File: src/sv/tclip_pkg.sv
// Shared types, constants and arithmetic helpers for the toroidal clipmap
// origin update block. No dependencies.
package tclip_pkg;

    localparam int ORIGIN_W = 10;
    localparam int MOVE_W   = 12;
    localparam int LANES    = 4;

    localparam logic [ORIGIN_W-1:0] GRID_RESET = 10'd255;
    localparam logic [ORIGIN_W-1:0] GRID_MIN   = 10'd3;

    localparam logic [1:0] LANE_CX = 2'd0;
    localparam logic [1:0] LANE_CY = 2'd1;
    localparam logic [1:0] LANE_HX = 2'd2;
    localparam logic [1:0] LANE_HY = 2'd3;

    typedef logic [ORIGIN_W-1:0] coord_t;
    typedef logic signed [MOVE_W-1:0] move_t;

    typedef struct packed {
        logic   is_height_grid;
        logic   full_reload;
        coord_t origin_x;
        coord_t origin_y;
        coord_t row_start_x;
        coord_t row_start_y;
        coord_t col_start_x;
        coord_t col_start_y;
        logic   row_strip_valid;
        logic   col_strip_valid;
    } res_t;

    // One step of a restoring remainder: shift in one bit, subtract if it fits.
    function automatic coord_t red_step(input coord_t rem, input logic b, input coord_t m);
        logic [ORIGIN_W:0] t;
        t = {rem, b};
        if (t >= {1'b0, m})
        begin
            t = t - {1'b0, m};
        end
        return t[ORIGIN_W-1:0];
    endfunction

    // Wrap of an origin by a move whose magnitude is at most the modulus.
    // The reduced copy of the origin keeps the sum below twice the modulus.
    function automatic coord_t wrap_red(input coord_t raw, input coord_t red,
                                        input move_t d, input coord_t m);
        logic [MOVE_W-1:0] step;
        logic [MOVE_W-1:0] s;
        logic [MOVE_W-1:0] m_w;
        m_w  = {{(MOVE_W-ORIGIN_W){1'b0}}, m};
        step = (d < 0) ? (MOVE_W'(unsigned'(d)) + m_w) : MOVE_W'(unsigned'(d));
        s    = {{(MOVE_W-ORIGIN_W){1'b0}}, red} + step;
        if (s >= m_w)
        begin
            s = s - m_w;
        end
        if (d == '0)
        begin
            return raw;
        end
        return s[ORIGIN_W-1:0];
    endfunction

    function automatic res_t make_res(input logic height, input logic reload,
                                      input coord_t ox_raw, input coord_t oy_raw,
                                      input coord_t wx, input coord_t wy,
                                      input coord_t new_ox, input coord_t new_oy,
                                      input move_t dx, input move_t dy);
        res_t r;
        logic rv;
        logic cv;
        rv = !reload && (dy != '0);
        cv = !reload && (dx != '0);
        r.is_height_grid  = height;
        r.full_reload     = reload;
        r.origin_x        = new_ox;
        r.origin_y        = new_oy;
        r.row_start_x     = rv ? wx : '0;
        r.row_start_y     = rv ? ((dy > 0) ? wy : oy_raw) : '0;
        r.col_start_x     = cv ? ((dx > 0) ? ox_raw : wx) : '0;
        r.col_start_y     = cv ? ((dy < 0) ? wy : oy_raw) : '0;
        r.row_strip_valid = rv;
        r.col_strip_valid = cv;
        return r;
    endfunction

endpackage

File: src/sv/toroidal_clipmap_origin_update.sv
// Toroidal clipmap origin update: origins of the colour and height grids.
// Depends on tclip_pkg for types, lane codes and the wrap arithmetic.
//
// Channel  Direction  Handshake                  Payload
// in       request    in_valid / in_ready        move_x, move_y
// out      result     out_valid / out_ready      colour result, then height result
// cfg      write      cfg_wr_en                  cfg_wr_data (grid_size)
//
// Each request yields two results, which leave one after the other through the
// single result port while out_ready is high.
// A request goes from the input register to the two-entry result buffer once
// the buffer is empty or its last result is being taken, and no reduction runs.
// After a grid_size write the stored origins are reduced by the new moduli in
// a bit-serial pass, during which in_ready is low.
// Reset brings grid_size to 255 and marks the next request as a full reload.
module toroidal_clipmap_origin_update (
    input  logic                          clk,
    input  logic                          rst_n,
    input  logic                          cfg_wr_en,
    input  logic [tclip_pkg::ORIGIN_W-1:0] cfg_wr_data,
    input  logic                          in_valid,
    output logic                          in_ready,
    input  logic signed [tclip_pkg::MOVE_W-1:0] move_x,
    input  logic signed [tclip_pkg::MOVE_W-1:0] move_y,
    output logic                          out_valid,
    input  logic                          out_ready,
    output logic                          is_height_grid,
    output logic                          last,
    output logic                          full_reload,
    output logic [tclip_pkg::ORIGIN_W-1:0] origin_x,
    output logic [tclip_pkg::ORIGIN_W-1:0] origin_y,
    output logic [tclip_pkg::ORIGIN_W-1:0] row_start_x,
    output logic [tclip_pkg::ORIGIN_W-1:0] row_start_y,
    output logic [tclip_pkg::ORIGIN_W-1:0] col_start_x,
    output logic [tclip_pkg::ORIGIN_W-1:0] col_start_y,
    output logic                          row_strip_valid,
    output logic                          col_strip_valid
);

    localparam int CNT_W = $clog2(tclip_pkg::ORIGIN_W);

    tclip_pkg::coord_t grid_size_reg;
    logic              first_pass_reg, first_pass_next;
    logic              red_busy_reg, red_busy_next;
    logic [CNT_W-1:0]  red_cnt_reg, red_cnt_next;
    tclip_pkg::coord_t raw_reg [tclip_pkg::LANES];
    tclip_pkg::coord_t raw_next [tclip_pkg::LANES];
    tclip_pkg::coord_t red_reg [tclip_pkg::LANES];
    tclip_pkg::coord_t red_next [tclip_pkg::LANES];

    logic              in_full_reg, in_full_next;
    tclip_pkg::move_t  mx_reg, my_reg;
    logic              buf_full_reg, buf_full_next;
    logic              phase_reg, phase_next;
    tclip_pkg::res_t   res_buf_reg [2];
    tclip_pkg::res_t   res_c, res_h, res_out;

    tclip_pkg::coord_t n_size, m_c, m_h;
    tclip_pkg::coord_t m_lane [tclip_pkg::LANES];
    tclip_pkg::move_t  d_lane [tclip_pkg::LANES];
    tclip_pkg::coord_t w_lane [tclip_pkg::LANES];
    tclip_pkg::coord_t load_lane [tclip_pkg::LANES];
    tclip_pkg::coord_t new_lane [tclip_pkg::LANES];
    logic [tclip_pkg::MOVE_W-1:0] ax, ay, lim;
    logic              reload;
    logic              out_take, buf_free, move, in_take;

    assign n_size = (grid_size_reg < tclip_pkg::GRID_MIN) ? tclip_pkg::GRID_MIN : grid_size_reg;
    assign m_c    = n_size - tclip_pkg::ORIGIN_W'(1);
    assign m_h    = n_size;

    assign out_take = buf_full_reg && out_ready;
    assign buf_free = !buf_full_reg || (out_take && phase_reg);
    assign move     = in_full_reg && buf_free && !red_busy_reg;
    assign in_ready = (!in_full_reg || move) && !red_busy_reg;
    assign in_take  = in_valid && in_ready;

    assign ax     = (mx_reg < 0) ? unsigned'(-mx_reg) : unsigned'(mx_reg);
    assign ay     = (my_reg < 0) ? unsigned'(-my_reg) : unsigned'(my_reg);
    assign lim    = {{(tclip_pkg::MOVE_W-tclip_pkg::ORIGIN_W){1'b0}}, m_c};
    assign reload = first_pass_reg || (ax > lim) || (ay > lim);

    always_comb
    begin
        m_lane[tclip_pkg::LANE_CX]    = m_c;
        m_lane[tclip_pkg::LANE_CY]    = m_c;
        m_lane[tclip_pkg::LANE_HX]    = m_h;
        m_lane[tclip_pkg::LANE_HY]    = m_h;
        d_lane[tclip_pkg::LANE_CX]    = mx_reg;
        d_lane[tclip_pkg::LANE_CY]    = my_reg;
        d_lane[tclip_pkg::LANE_HX]    = mx_reg;
        d_lane[tclip_pkg::LANE_HY]    = my_reg;
        load_lane[tclip_pkg::LANE_CX] = '0;
        load_lane[tclip_pkg::LANE_CY] = m_c;
        load_lane[tclip_pkg::LANE_HX] = '0;
        load_lane[tclip_pkg::LANE_HY] = m_h;
        for (int i = 0; i < tclip_pkg::LANES; i++)
        begin
            w_lane[i]   = tclip_pkg::wrap_red(raw_reg[i], red_reg[i], d_lane[i], m_lane[i]);
            new_lane[i] = reload ? load_lane[i] : w_lane[i];
        end
        res_c = tclip_pkg::make_res(1'b0, reload,
                                    raw_reg[tclip_pkg::LANE_CX], raw_reg[tclip_pkg::LANE_CY],
                                    w_lane[tclip_pkg::LANE_CX], w_lane[tclip_pkg::LANE_CY],
                                    new_lane[tclip_pkg::LANE_CX], new_lane[tclip_pkg::LANE_CY],
                                    mx_reg, my_reg);
        res_h = tclip_pkg::make_res(1'b1, reload,
                                    raw_reg[tclip_pkg::LANE_HX], raw_reg[tclip_pkg::LANE_HY],
                                    w_lane[tclip_pkg::LANE_HX], w_lane[tclip_pkg::LANE_HY],
                                    new_lane[tclip_pkg::LANE_HX], new_lane[tclip_pkg::LANE_HY],
                                    mx_reg, my_reg);
    end

    always_comb
    begin
        first_pass_next = first_pass_reg;
        red_busy_next   = red_busy_reg;
        red_cnt_next    = red_cnt_reg;
        raw_next        = raw_reg;
        red_next        = red_reg;
        in_full_next    = in_full_reg;
        buf_full_next   = buf_full_reg;
        phase_next      = phase_reg;

        if (cfg_wr_en)
        begin
            red_busy_next = 1'b1;
            red_cnt_next  = CNT_W'(tclip_pkg::ORIGIN_W - 1);
            for (int i = 0; i < tclip_pkg::LANES; i++)
            begin
                red_next[i] = '0;
            end
        end
        else if (red_busy_reg)
        begin
            for (int i = 0; i < tclip_pkg::LANES; i++)
            begin
                red_next[i] = tclip_pkg::red_step(red_reg[i], raw_reg[i][red_cnt_reg], m_lane[i]);
            end
            if (red_cnt_reg == '0)
            begin
                red_busy_next = 1'b0;
            end
            else
            begin
                red_cnt_next = red_cnt_reg - CNT_W'(1);
            end
        end
        else if (move)
        begin
            first_pass_next = 1'b0;
            for (int i = 0; i < tclip_pkg::LANES; i++)
            begin
                raw_next[i] = new_lane[i];
                if (reload)
                begin
                    red_next[i] = '0;
                end
                else if (d_lane[i] != '0)
                begin
                    red_next[i] = w_lane[i];
                end
            end
        end

        if (move)
        begin
            buf_full_next = 1'b1;
            phase_next    = 1'b0;
        end
        else if (out_take)
        begin
            if (phase_reg)
            begin
                buf_full_next = 1'b0;
            end
            else
            begin
                phase_next = 1'b1;
            end
        end

        if (in_take)
        begin
            in_full_next = 1'b1;
        end
        else if (move)
        begin
            in_full_next = 1'b0;
        end
    end

    always_ff @(posedge clk or negedge rst_n)
    begin
        if (!rst_n)
        begin
            grid_size_reg  <= tclip_pkg::GRID_RESET;
            first_pass_reg <= 1'b1;
            red_busy_reg   <= 1'b0;
            red_cnt_reg    <= '0;
            in_full_reg    <= 1'b0;
            buf_full_reg   <= 1'b0;
            phase_reg      <= 1'b0;
            for (int i = 0; i < tclip_pkg::LANES; i++)
            begin
                raw_reg[i] <= '0;
                red_reg[i] <= '0;
            end
        end
        else
        begin
            if (cfg_wr_en)
            begin
                grid_size_reg <= cfg_wr_data;
            end
            first_pass_reg <= first_pass_next;
            red_busy_reg   <= red_busy_next;
            red_cnt_reg    <= red_cnt_next;
            in_full_reg    <= in_full_next;
            buf_full_reg   <= buf_full_next;
            phase_reg      <= phase_next;
            raw_reg        <= raw_next;
            red_reg        <= red_next;
        end
    end

    always_ff @(posedge clk)
    begin
        if (in_take)
        begin
            mx_reg <= move_x;
            my_reg <= move_y;
        end
        if (move)
        begin
            res_buf_reg[0] <= res_c;
            res_buf_reg[1] <= res_h;
        end
    end

    assign res_out         = res_buf_reg[phase_reg];
    assign out_valid       = buf_full_reg;
    assign is_height_grid  = res_out.is_height_grid;
    assign last            = res_out.is_height_grid;
    assign full_reload     = res_out.full_reload;
    assign origin_x        = res_out.origin_x;
    assign origin_y        = res_out.origin_y;
    assign row_start_x     = res_out.row_start_x;
    assign row_start_y     = res_out.row_start_y;
    assign col_start_x     = res_out.col_start_x;
    assign col_start_y     = res_out.col_start_y;
    assign row_strip_valid = res_out.row_strip_valid;
    assign col_strip_valid = res_out.col_strip_valid;

`ifndef SYNTHESIS
    // No request may enter while the stored origins are being reduced.
    a_busy_blocks_in: assert property (@(posedge clk) disable iff (!rst_n)
        red_busy_reg |-> !in_ready)
        else $error("request accepted during origin reduction");

    // The height result follows right after the colour result is taken.
    a_height_follows: assert property (@(posedge clk) disable iff (!rst_n)
        (out_valid && out_ready && !last) |=> (out_valid && last))
        else $error("height result missing after colour result");

    // At the end of a reduction pass every reduced origin is below its modulus.
    a_red_colour: assert property (@(posedge clk) disable iff (!rst_n)
        $fell(red_busy_reg) |-> (red_reg[tclip_pkg::LANE_CX] < m_c)
                                && (red_reg[tclip_pkg::LANE_CY] < m_c))
        else $error("colour origin not reduced");

    a_red_height: assert property (@(posedge clk) disable iff (!rst_n)
        $fell(red_busy_reg) |-> (red_reg[tclip_pkg::LANE_HX] < m_h)
                                && (red_reg[tclip_pkg::LANE_HY] < m_h))
        else $error("height origin not reduced");
`endif

endmodule

File: config.mk
export PLATFORM = sky130hd
export DESIGN_NAME = toroidal_clipmap_origin_update
export DESIGN_NICKNAME = d
export VERILOG_FILES = /design/src/sv/tclip_pkg.sv /design/src/sv/toroidal_clipmap_origin_update.sv
export SDC_FILE = /design/constraint.sdc
export NUM_CORES = 1
export LEC_CHECK = 0
export ABC_AREA = 1
export BUFFER_PORTS_ARGS = -buffer_cell sky130_fd_sc_hd__buf_2
export CORE_MARGIN = 1.5
export CORE_UTILIZATION = 51
export CTS_CLUSTER_SIZE = 40
export DETAILED_ROUTE_END_ITERATION = 10
export PLACE_DENSITY = 0.68
export SKIP_LAST_GASP = 1
export SYNTH_ARGS = -nofsm -noshare
export SYNTH_HDL_FRONTEND = slang
export SYNTH_SLANG_ARGS = --single-unit
File: constraint.sdc
create_clock -name clk -period 11 [get_ports clk]
set_input_delay 1.1 -clock clk [delete_from_list [all_inputs] [get_ports clk]]
set_output_delay 1.1 -clock clk [all_outputs]
set_load 0.01 [all_outputs]
==> Word-level counts from Yosys, hierarchy flattened <==
Memories as Yosys holds them, arrays and structs flattened.
Index checks and enable logic that the tools add are counted.
{ "word_totals": {"output_inout_bits": 67, "regBits": 123, "mem_count": 1, "in_bits": 39, "mem_bits_rw": 128} }
{ "mem_list": {"columns": ["name", "words", "width", "rd", "rd_clocked_by_memory_dff", "write_ports", "line", "rtl"], "rows": [
  ["res_buf_reg", 2, 64, 1, 0, 2, "toroidal_clipmap_origin_update.sv:55", "tclip_pkg::res_t res_buf_reg [2];"]
]} }
{ "op_classes": {"muxes": 77, "n_eq_ne": 1, "bitwise_logic": 2, "addsub": 20, "n_reduce_logical": 33, "order_cmp": 16} }
{ "ops": {"columns": ["cell", "n"], "rows": [
  ["2-to-1 mux 10 bit", 43],
  ["2-to-1 mux 40 bit", 3],
  ["subtractor 10 bit", 8],
  ["2-to-1 mux 12 bit", 6],
  ["adder 10 x 12 -> 12 bit", 4],
  ["adder 12 x 10 -> 12 bit", 4],
  ["greater-or-equal comparator 12 x 10 -> 1 bit", 4],
  ["greater-or-equal comparator 11 x 10 -> 1 bit", 4],
  ["> comparator 12 x 1 -> 1 bit, second input constant", 2],
  ["> comparator 12 x 10 -> 1 bit", 2],
  ["logical NOT 12 bit", 2],
  ["less-than comparator 12 x 1 -> 1 bit, second input constant", 2],
  ["negator 12 bit", 2],
  ["nonzero test 12 bit", 2],
  ["2-to-1 mux 1 bit", 18],
  ["binary-select mux 1 bit (select 4 bit)", 4],
  ["2-to-1 mux 4 bit", 3],
  ["less-than comparator 10 x 2 -> 1 bit, second input constant", 1],
  ["subtractor 10 x 1 -> 10 bit, second input constant", 1],
  ["logical AND 1 bit", 8],
  ["AND reduction 2 bit", 4],
  ["nonzero test 2 bit", 4],
  ["nonzero test 4 bit", 2],
  ["less-than comparator 4 x 5 -> 1 bit, second input constant", 1],
  ["other kinds (8)", 15]
]} }

==> Depth between registers and ports, before layout <==
Gate-level depths: netlist (run 1).
{ "depth": {"word_depth": 14, "depth_mapped": 42} }

==> Least setup slack after synthesis (run 1) <==
OpenSTA, ideal clock, no wires.
{ "synth_timing": {"kind": "input-to-reg", "startpoint": "input out_ready", "endpoint": "register mx_reg[0], enable pin", "setup_slack_ps": 4699, "arrival_ps": 5866, "path_stages": 6, "setup_ps": 435, "path_cell_list": "nand2_1 -> o21ai_0 -> nand3_1 -> inv_1 -> nor2_1 -> nor3_1"} }
{ "synth_between": {"elab_chain_cells": 8} }
{ "synth_lines": {"columns": ["item", "line", "rtl"], "rows": [
  ["start, declared", "toroidal_clipmap_origin_update.sv:26", "input logic out_ready,"],
  ["logical AND 1 bit", "toroidal_clipmap_origin_update.sv:72", "assign out_take = buf_full_reg && out_ready;"],
  ["logical AND 1 bit", "toroidal_clipmap_origin_update.sv:73", "assign buf_free = !buf_full_reg || (out_take && phase_reg);"],
  ["logical OR 1 bit", "toroidal_clipmap_origin_update.sv:73", null],
  ["logical AND 1 bit (2 in a row)", "toroidal_clipmap_origin_update.sv:74", "assign move = in_full_reg && buf_free && !red_busy_reg;"],
  ["logical OR 1 bit", "toroidal_clipmap_origin_update.sv:75", "assign in_ready = (!in_full_reg || move) && !red_busy_reg;"],
  ["logical AND 1 bit", "toroidal_clipmap_origin_update.sv:75", null],
  ["logical AND 1 bit", "toroidal_clipmap_origin_update.sv:76", "assign in_take = in_valid && in_ready;"],
  ["end signal, assigned", "toroidal_clipmap_origin_update.sv:231", "mx_reg <= move_x;"],
  ["end, declared", "toroidal_clipmap_origin_update.sv:52", "tclip_pkg::move_t mx_reg, my_reg;"]
]} }
No other way between the ends.
A chain may end at the register's enable or synchronous reset.

==> reports/qor.txt, run 1 <==
Worst skew pair latency - 0.57 ns
Maximum clock frequency - 126 MHz
Synthesized Nets - 3463
Initial Util - 51.5%
Post-synthesis cell type count - 54
CTS Hold Bufs - 0
Hold Violations, Final - 0
Clock sink count - 246
Number of routed nets with antenna violations - 0
Crit-path slowest cell - dfstp_2
Post-CTS setup buffers - 0
Critical path endpoint category - register
Unrepaired setup endpoints after global routing - no
Cell area after synthesis - 22100 sq um
Placeable Area - 42900 sq um
Leak pwr - 12.5 nW
Worst slew pin tran - 1.14 ns
Final routed DRC violation total - 0
ANT cells - 0
Setup Crit Path Kind - register to register
Syn_area_per_cell - 6.85 sq um
Vias in the first global route - 20000
First-pass GRT wire length - 120000 um
GRT Util Overall - 35.4%
Sum Neg Setup Slack - 0 ns
Top post-synthesis cells by area - edfxtp_1, nand2_1, ha_1, dfrtp_1, inv_1
CP startpoint kind - register
Number of flip-flops in the largest register - 123
Relative slew slack - 23.8%
Most used cell along the critical path - nand2_1
Worst EP required - 11.39 ns
Clk pin slew, worst setup/hold paths - 0.06 ns
Die area - 44600 sq um
Cell taking the most area after synthesis - edfxtp_1
Vias/cell - 5.66
Worst IR Drop VDD - 0.236 mV
Post_cts resized - 0
Gp weighted congestion - 1.02
Total power - 7.46 mW
Ys Warns - 0
Max-slew violations - 0
Top Ports - 106
Cell row count - 76
Wire per inst - 20.4 um
Ys flop type - edfxtp_1
Fin crit share - 72.4%
Seq. cell area - 6900 sq um
Die H - 211 um
Die width - 211 um
#FFs+latches synth - 246
Crit path DAT - 8.35 ns
Status - finished clean
Hold Crit Class - register to register
Cell area power density - 309 nW/um^2
Crit-path max cell delay - 0.62 ns
Final setup viols - 0
Post-Layout Cell Count - 3878
MaxCap Viol Count - 0
CTS max path bufs - 3
Crit Path Max Fanout - 11
Nets - 3512
DRT Pass-1 Iters - 6
Root buffer cell - clkbuf_16
Async SR Flop Fraction - 40.2%
Pin count of the biggest net entering global routing - 64
DRT iter0 DRCs - 2315
Final Skew - 0.0181 ns
Period minus WS final - 7.96 ns
CTS Buf Count - 28
Total gr overflow - 0
Via count - 22000
Multi-input gate area - 13200 sq um
H-Tree Depth - 1
Fraction of layout cells with a size suffix above 1 - 7.01%
Synthesized instance count - 3222
Initial antenna violation count - 1
IO buf count - 105
Post-synth top area share - 20.0%
Detailed Place HPWL - 61100 um
Layout area overhead - 9.15%
Final wirelength - 79200 um
Post-synth EDFFs - 147
CTS tree - yes
Placed insts - 3826
Fillcell total - 4255
Sequential area share after synthesis - 31.3%
logic make-up after synthesis:
logic type	Yosys count	synth area share (%)
adder cells (fa/ha/maj)	202	12.0
buffers and inverters	509	9.05
AND/OR/NAND/NOR	1661	30.5
flip-flops	246	31.3
XOR/XNOR	135	5.35
AO/OA/AOI/OAI	469	11.9
synthesized netlist by cell type (5+ instances only):
master,n
nand2_1,1084
or2_2,7
nand3_2,5
nor3_1,31
o21bai_1,24
nor2_1,298
edfxtp_1,147
nand3_1,179
o21ai_1,23
dfrtp_1,90
o211ai_1,27
a21oi_1,163
buf_4,8
ha_1,186
a21o_1,9
inv_2,8
dfstp_2,9
inv_1,386
nand4_1,38
xor2_1,93
fa_1,16
o21ai_0,170
clkbuf_1,75
xnor2_1,42
buf_2,22
a31oi_1,25
critical path: cells and delay by family, from the launching register on:
family / cells / cell delay, ns
and+or+nand+nor: 16 / 2.69
buffers and inverters: 6 / 1.00
AOI/OAI and AO/OA: 9 / 1.74
xor gates and xnor gates: 2 / 0.54
DFF: 1 / 0.62
adders and majority gates: 3 / 1.17
per-layer routing:
layer / vias to the layer above / routed length, um / share of wire, % / GRT usage [%]
met3: 139 / 9080 / 11 / 8.06
met5: - / 0 / 0 / 0
met2: 1123 / 32400 / 41 / 51.3
met4: 0 / 2290 / 2.9 / 9.80
li1: 10500 / - / - / -
met1: 10200 / 35400 / 45 / 52.5
final cells by class:
class	count	area share, %
clock buffer	37	3.47
clock inverter	15	0.779
inverter	397	6.19
multi-input combinational	2467	54.9
sequential	246	28.6
tap	585	3.04
timing repair buffer	131	3.00
cells in the final DEF (no fill, tap or decap), drive strengths merged, types with 2 or more instances in the layout:
master	count
nand2	1088
inv	396
nor2	303
o21ai	194
ha	186
nand3	185
a21oi	163
edfxtp	147
buf	131
xor2	93
dfrtp	90
xnor2	42
nand4	38
clkbuf	37
nor3	31
o211ai	27
a31oi	25
o21bai	24
fa	16
clkinv	10
a21o	9
dfstp	9
or2	7
a211oi	4
nand3b	4
o22ai	4
bufinv	4
o31ai	3
o21a	3
o211a	2
a32o	2
o41ai	2
clkinvlp	2
nor4	2
a21boi	2
power by group:
part	internal, mW	leakage, nW	total, mW	switching [mW]
logic	1.62	9.33	5.07	3.45
clock network	0.628	0.500	1.04	0.408
registers	1.14	2.66	1.35	0.209
final timing paths:
check,start,to,slack [ns],cells after the start
min in group asynchronous,rst_n,raw_reg[19],0.53,1
setup reg to reg,grid_size_reg[4],res_buf_reg[1][28],3.04,36
max in group asynchronous,rst_n,phase_reg,9.14,2
setup / recovery,grid_size_reg[4],res_buf_reg[1][28],3.04,36
hold reg to reg,first_pass_reg,first_pass_reg,0.45,2
hold / removal,first_pass_reg,first_pass_reg,0.45,2
stage by stage:
stage	setup slack [ns]	instance area (sq um)	hold WS [ns]	utilization [%]
detailed placement	3.32	23100	0.447	53.8
floorplan	4.70	22100	0.433	-
CTS	3.28	24100	0.456	56.2
finish	3.04	24100	0.453	56.2
global route	2.54	24100	0.481	56.2
global placement	3.35	23100	0.440	53.8
Power figures use the tool's default switching activity.
==> run 2: changes to the inputs <==
ABC_AREA = 0   (was 1)
PLACE_DENSITY = 0.71   (was 0.68)
clock period = 6.6 ns   (was 11 ns; I/O delays follow)
==> reports/qor.txt, run 2 <==
Status - finished clean
Number of routed nets with antenna violations - 0
Cell area power density - 484 nW/um^2
Period minus WS final - 6.49 ns
Crit path DAT - 6.80 ns
Setup Crit Path Kind - register to register
CP startpoint kind - register
Layout area overhead - 14.4%
Vias in the first global route - 17900
Post-synthesis xor/xnor area fraction - 5.84%
Async SR Flop Fraction - 40.2%
Largest family of logic cells by synthesized area - compound AO/OA/AOI/OAI gates
Placeable Area - 40000 sq um
Wire per inst - 23.6 um
Fin crit share - 98.4%
Util after Layout - 59.6%
GRT Util Overall - 32.7%
CTS Buf Count - 27
Final setup viols - 0
Via count - 19000
Critical path endpoint category - register
Commonest cells after routing, fill and taps aside - nor2_1, nand2_1, ha_1, edfxtp_1, a21oi_1
Mux contribution to synthesized area - 9.15%
Final wirelength - 70200 um
CTS Hold Bufs - 0
Most used standard cell by instance count after synthesis - nor2_1
Crit Path Max Fanout - 6
Clk pin slew, worst setup/hold paths - 0.06 ns
Vias/cell - 6.39
CTS max path bufs - 3
Clock sink count - 246
Leak pwr - 10.4 nW
Synthesized Nets - 2521
Crit-path slowest cell - nor4_4
Ys Warns - 0
MaxCap Viol Count - 0
Min Hold Slack - 0.171 ns
CTS tree - yes
Final routed DRC violation total - 0
Initial antenna violation count - 0
Cell area after synthesis - 20900 sq um
IO buf count - 105
Compound-Gate Fraction of Synth Area - 20.5%
Hold Violations, Final - 0
DRT iter0 DRCs - 2107
Max-slew violations - 0
Sum Neg Setup Slack - 0 ns
Maximum clock frequency - 154 MHz
DRT Pass-1 Iters - 6
Ys flop type - edfxtp_1
Hold Crit Class - input port to asynchronous set/reset pin
Top Ports - 106
Detailed Place HPWL - 52500 um
Die width - 205 um
Most common cell after layout, fill and taps aside - nor2_1
Worst skew pair latency - 0.57 ns
Gp weighted congestion - 0.985
Die H - 205 um
Final Skew - 0.0213 ns
Worst EP required - 6.91 ns
Worst IR Drop VDD - 0.261 mV
Cell row count - 73
Post-Synth Adder-Cell Area - 12.7%
Fraction of layout cells with a size suffix above 1 - 19.2%
Post-synthesis cell type count - 85
#FFs+latches synth - 246
First-pass GRT wire length - 105000 um
Worst slew pin tran - 1.34 ns
Number of flip-flops in the largest register - 123
Post-layout instance area - 23900 sq um
Initial Util - 52.1%
Pin count of the biggest net entering global routing - 71
Post-synth EDFFs - 147
Cell taking the most area after synthesis - edfxtp_1
Crit-path max cell delay - 0.40 ns
Top post-synthesis cells by area - edfxtp_1, ha_1, dfrtp_1, mux2_2, xnor2_1
Post-synth top area share - 21.2%
Sequential area share after synthesis - 33.1%
Synthesized instance count - 2280
Relative slew slack - 10.0%
Nets - 2671
Total gr overflow - 0
H-Tree Depth - 1
Syn_area_per_cell - 9.15 sq um
Root buffer cell - clkbuf_16
ANT cells - 0
Die area - 42100 sq um
Simple-gate share of the synthesized area - 14.7%
Synth top cells by count - nor2_1, nand2_1, ha_1, a21oi_1, o21ai_0
Placement Cell Area - 22400 sq um
## run 2: layer usage
metal | global-route usage, % | part of all wire (%) | wire [um] | vias to the layer above
li1 | - | - | - | 8718
met1 | 46.0 | 43 | 29900 | 9106
met2 | 49.1 | 42 | 29800 | 1010
met3 | 6.45 | 10 | 7350 | 184
met4 | 13.3 | 4.4 | 3120 | 0
met5 | 0 | 0 | 0 | -
## run 2: cell families (layout without fill, tap and decap cells)
family / Yosys count / in the layout
adders and majority gates: 202 / 202
AOI/OAI and AO/OA: 648 / 648
buffers and inverters: 211 / 381
DFF: 246 / 246
muxes: 174 / 174
xor gates and xnor gates: 139 / 139
and+or+nand+nor: 660 / 660
## run 2: final timing paths
path,start,to,slack [ns],cells after the start
max in group asynchronous,rst_n,phase_reg,5.15,2
min in group clk,move_y[2],my_reg[2],0.27,1
hold / removal,rst_n,raw_reg[28],0.17,1
setup reg to reg,grid_size_reg[2],res_buf_reg[1][47],0.11,31
setup / recovery,grid_size_reg[2],res_buf_reg[1][47],0.11,31
hold reg to reg,first_pass_reg,first_pass_reg,0.48,2
## run 2: power by group
part | total (mW) | internal, mW | switching [mW]
clock | 1.53 | 0.875 | 0.658
combinational | 7.77 | 3.33 | 4.44
sequential | 2.23 | 1.87 | 0.363
total | 11.5 | 6.07 | 5.46
## run 2: worst max-delay path: cells and delay by family (launching register included)
family / cells / cell delay, ns
AND/OR/NAND/NOR: 7 / 1.05
buffers and inverters: 6 / 0.90
flip-flops: 1 / 0.39
multiplexers: 2 / 0.31
AO/OA/AOI/OAI: 10 / 2.03
adder cells (fa/ha/maj): 4 / 1.23
XOR/XNOR: 2 / 0.34
## run 2: what timing repair did
action | 4_1_cts | 5_1_grt
gates resized for setup | 8 | 81
endpoints found under the setup margin | 38 | 177
pin swaps | 0 | 25
gates cloned | 0 | 1
buffers inserted | 0 | 17
## run 2: area by class of cell
class                   count  area (sq um)
flip-flops and latches    246          6900
fillers                  3468         16200
inverters                 106           402
clock inverters            16           179
multi-input cells        1823         13600
well taps                 525           657
repair buffers            226          1460
clock buffers              33           698
## run 2: metrics by stage
step	setup slack, ns	std cells	power [mW]
after floorplan	0.0924	2280	6.86
after global placement	-0.00964	2908	9.10
after detailed placement	-0.164	2908	9.25
after CTS	0.00684	2957	10.9
after global routing	-0.117	2975	12.2
final	0.105	2975	11.5
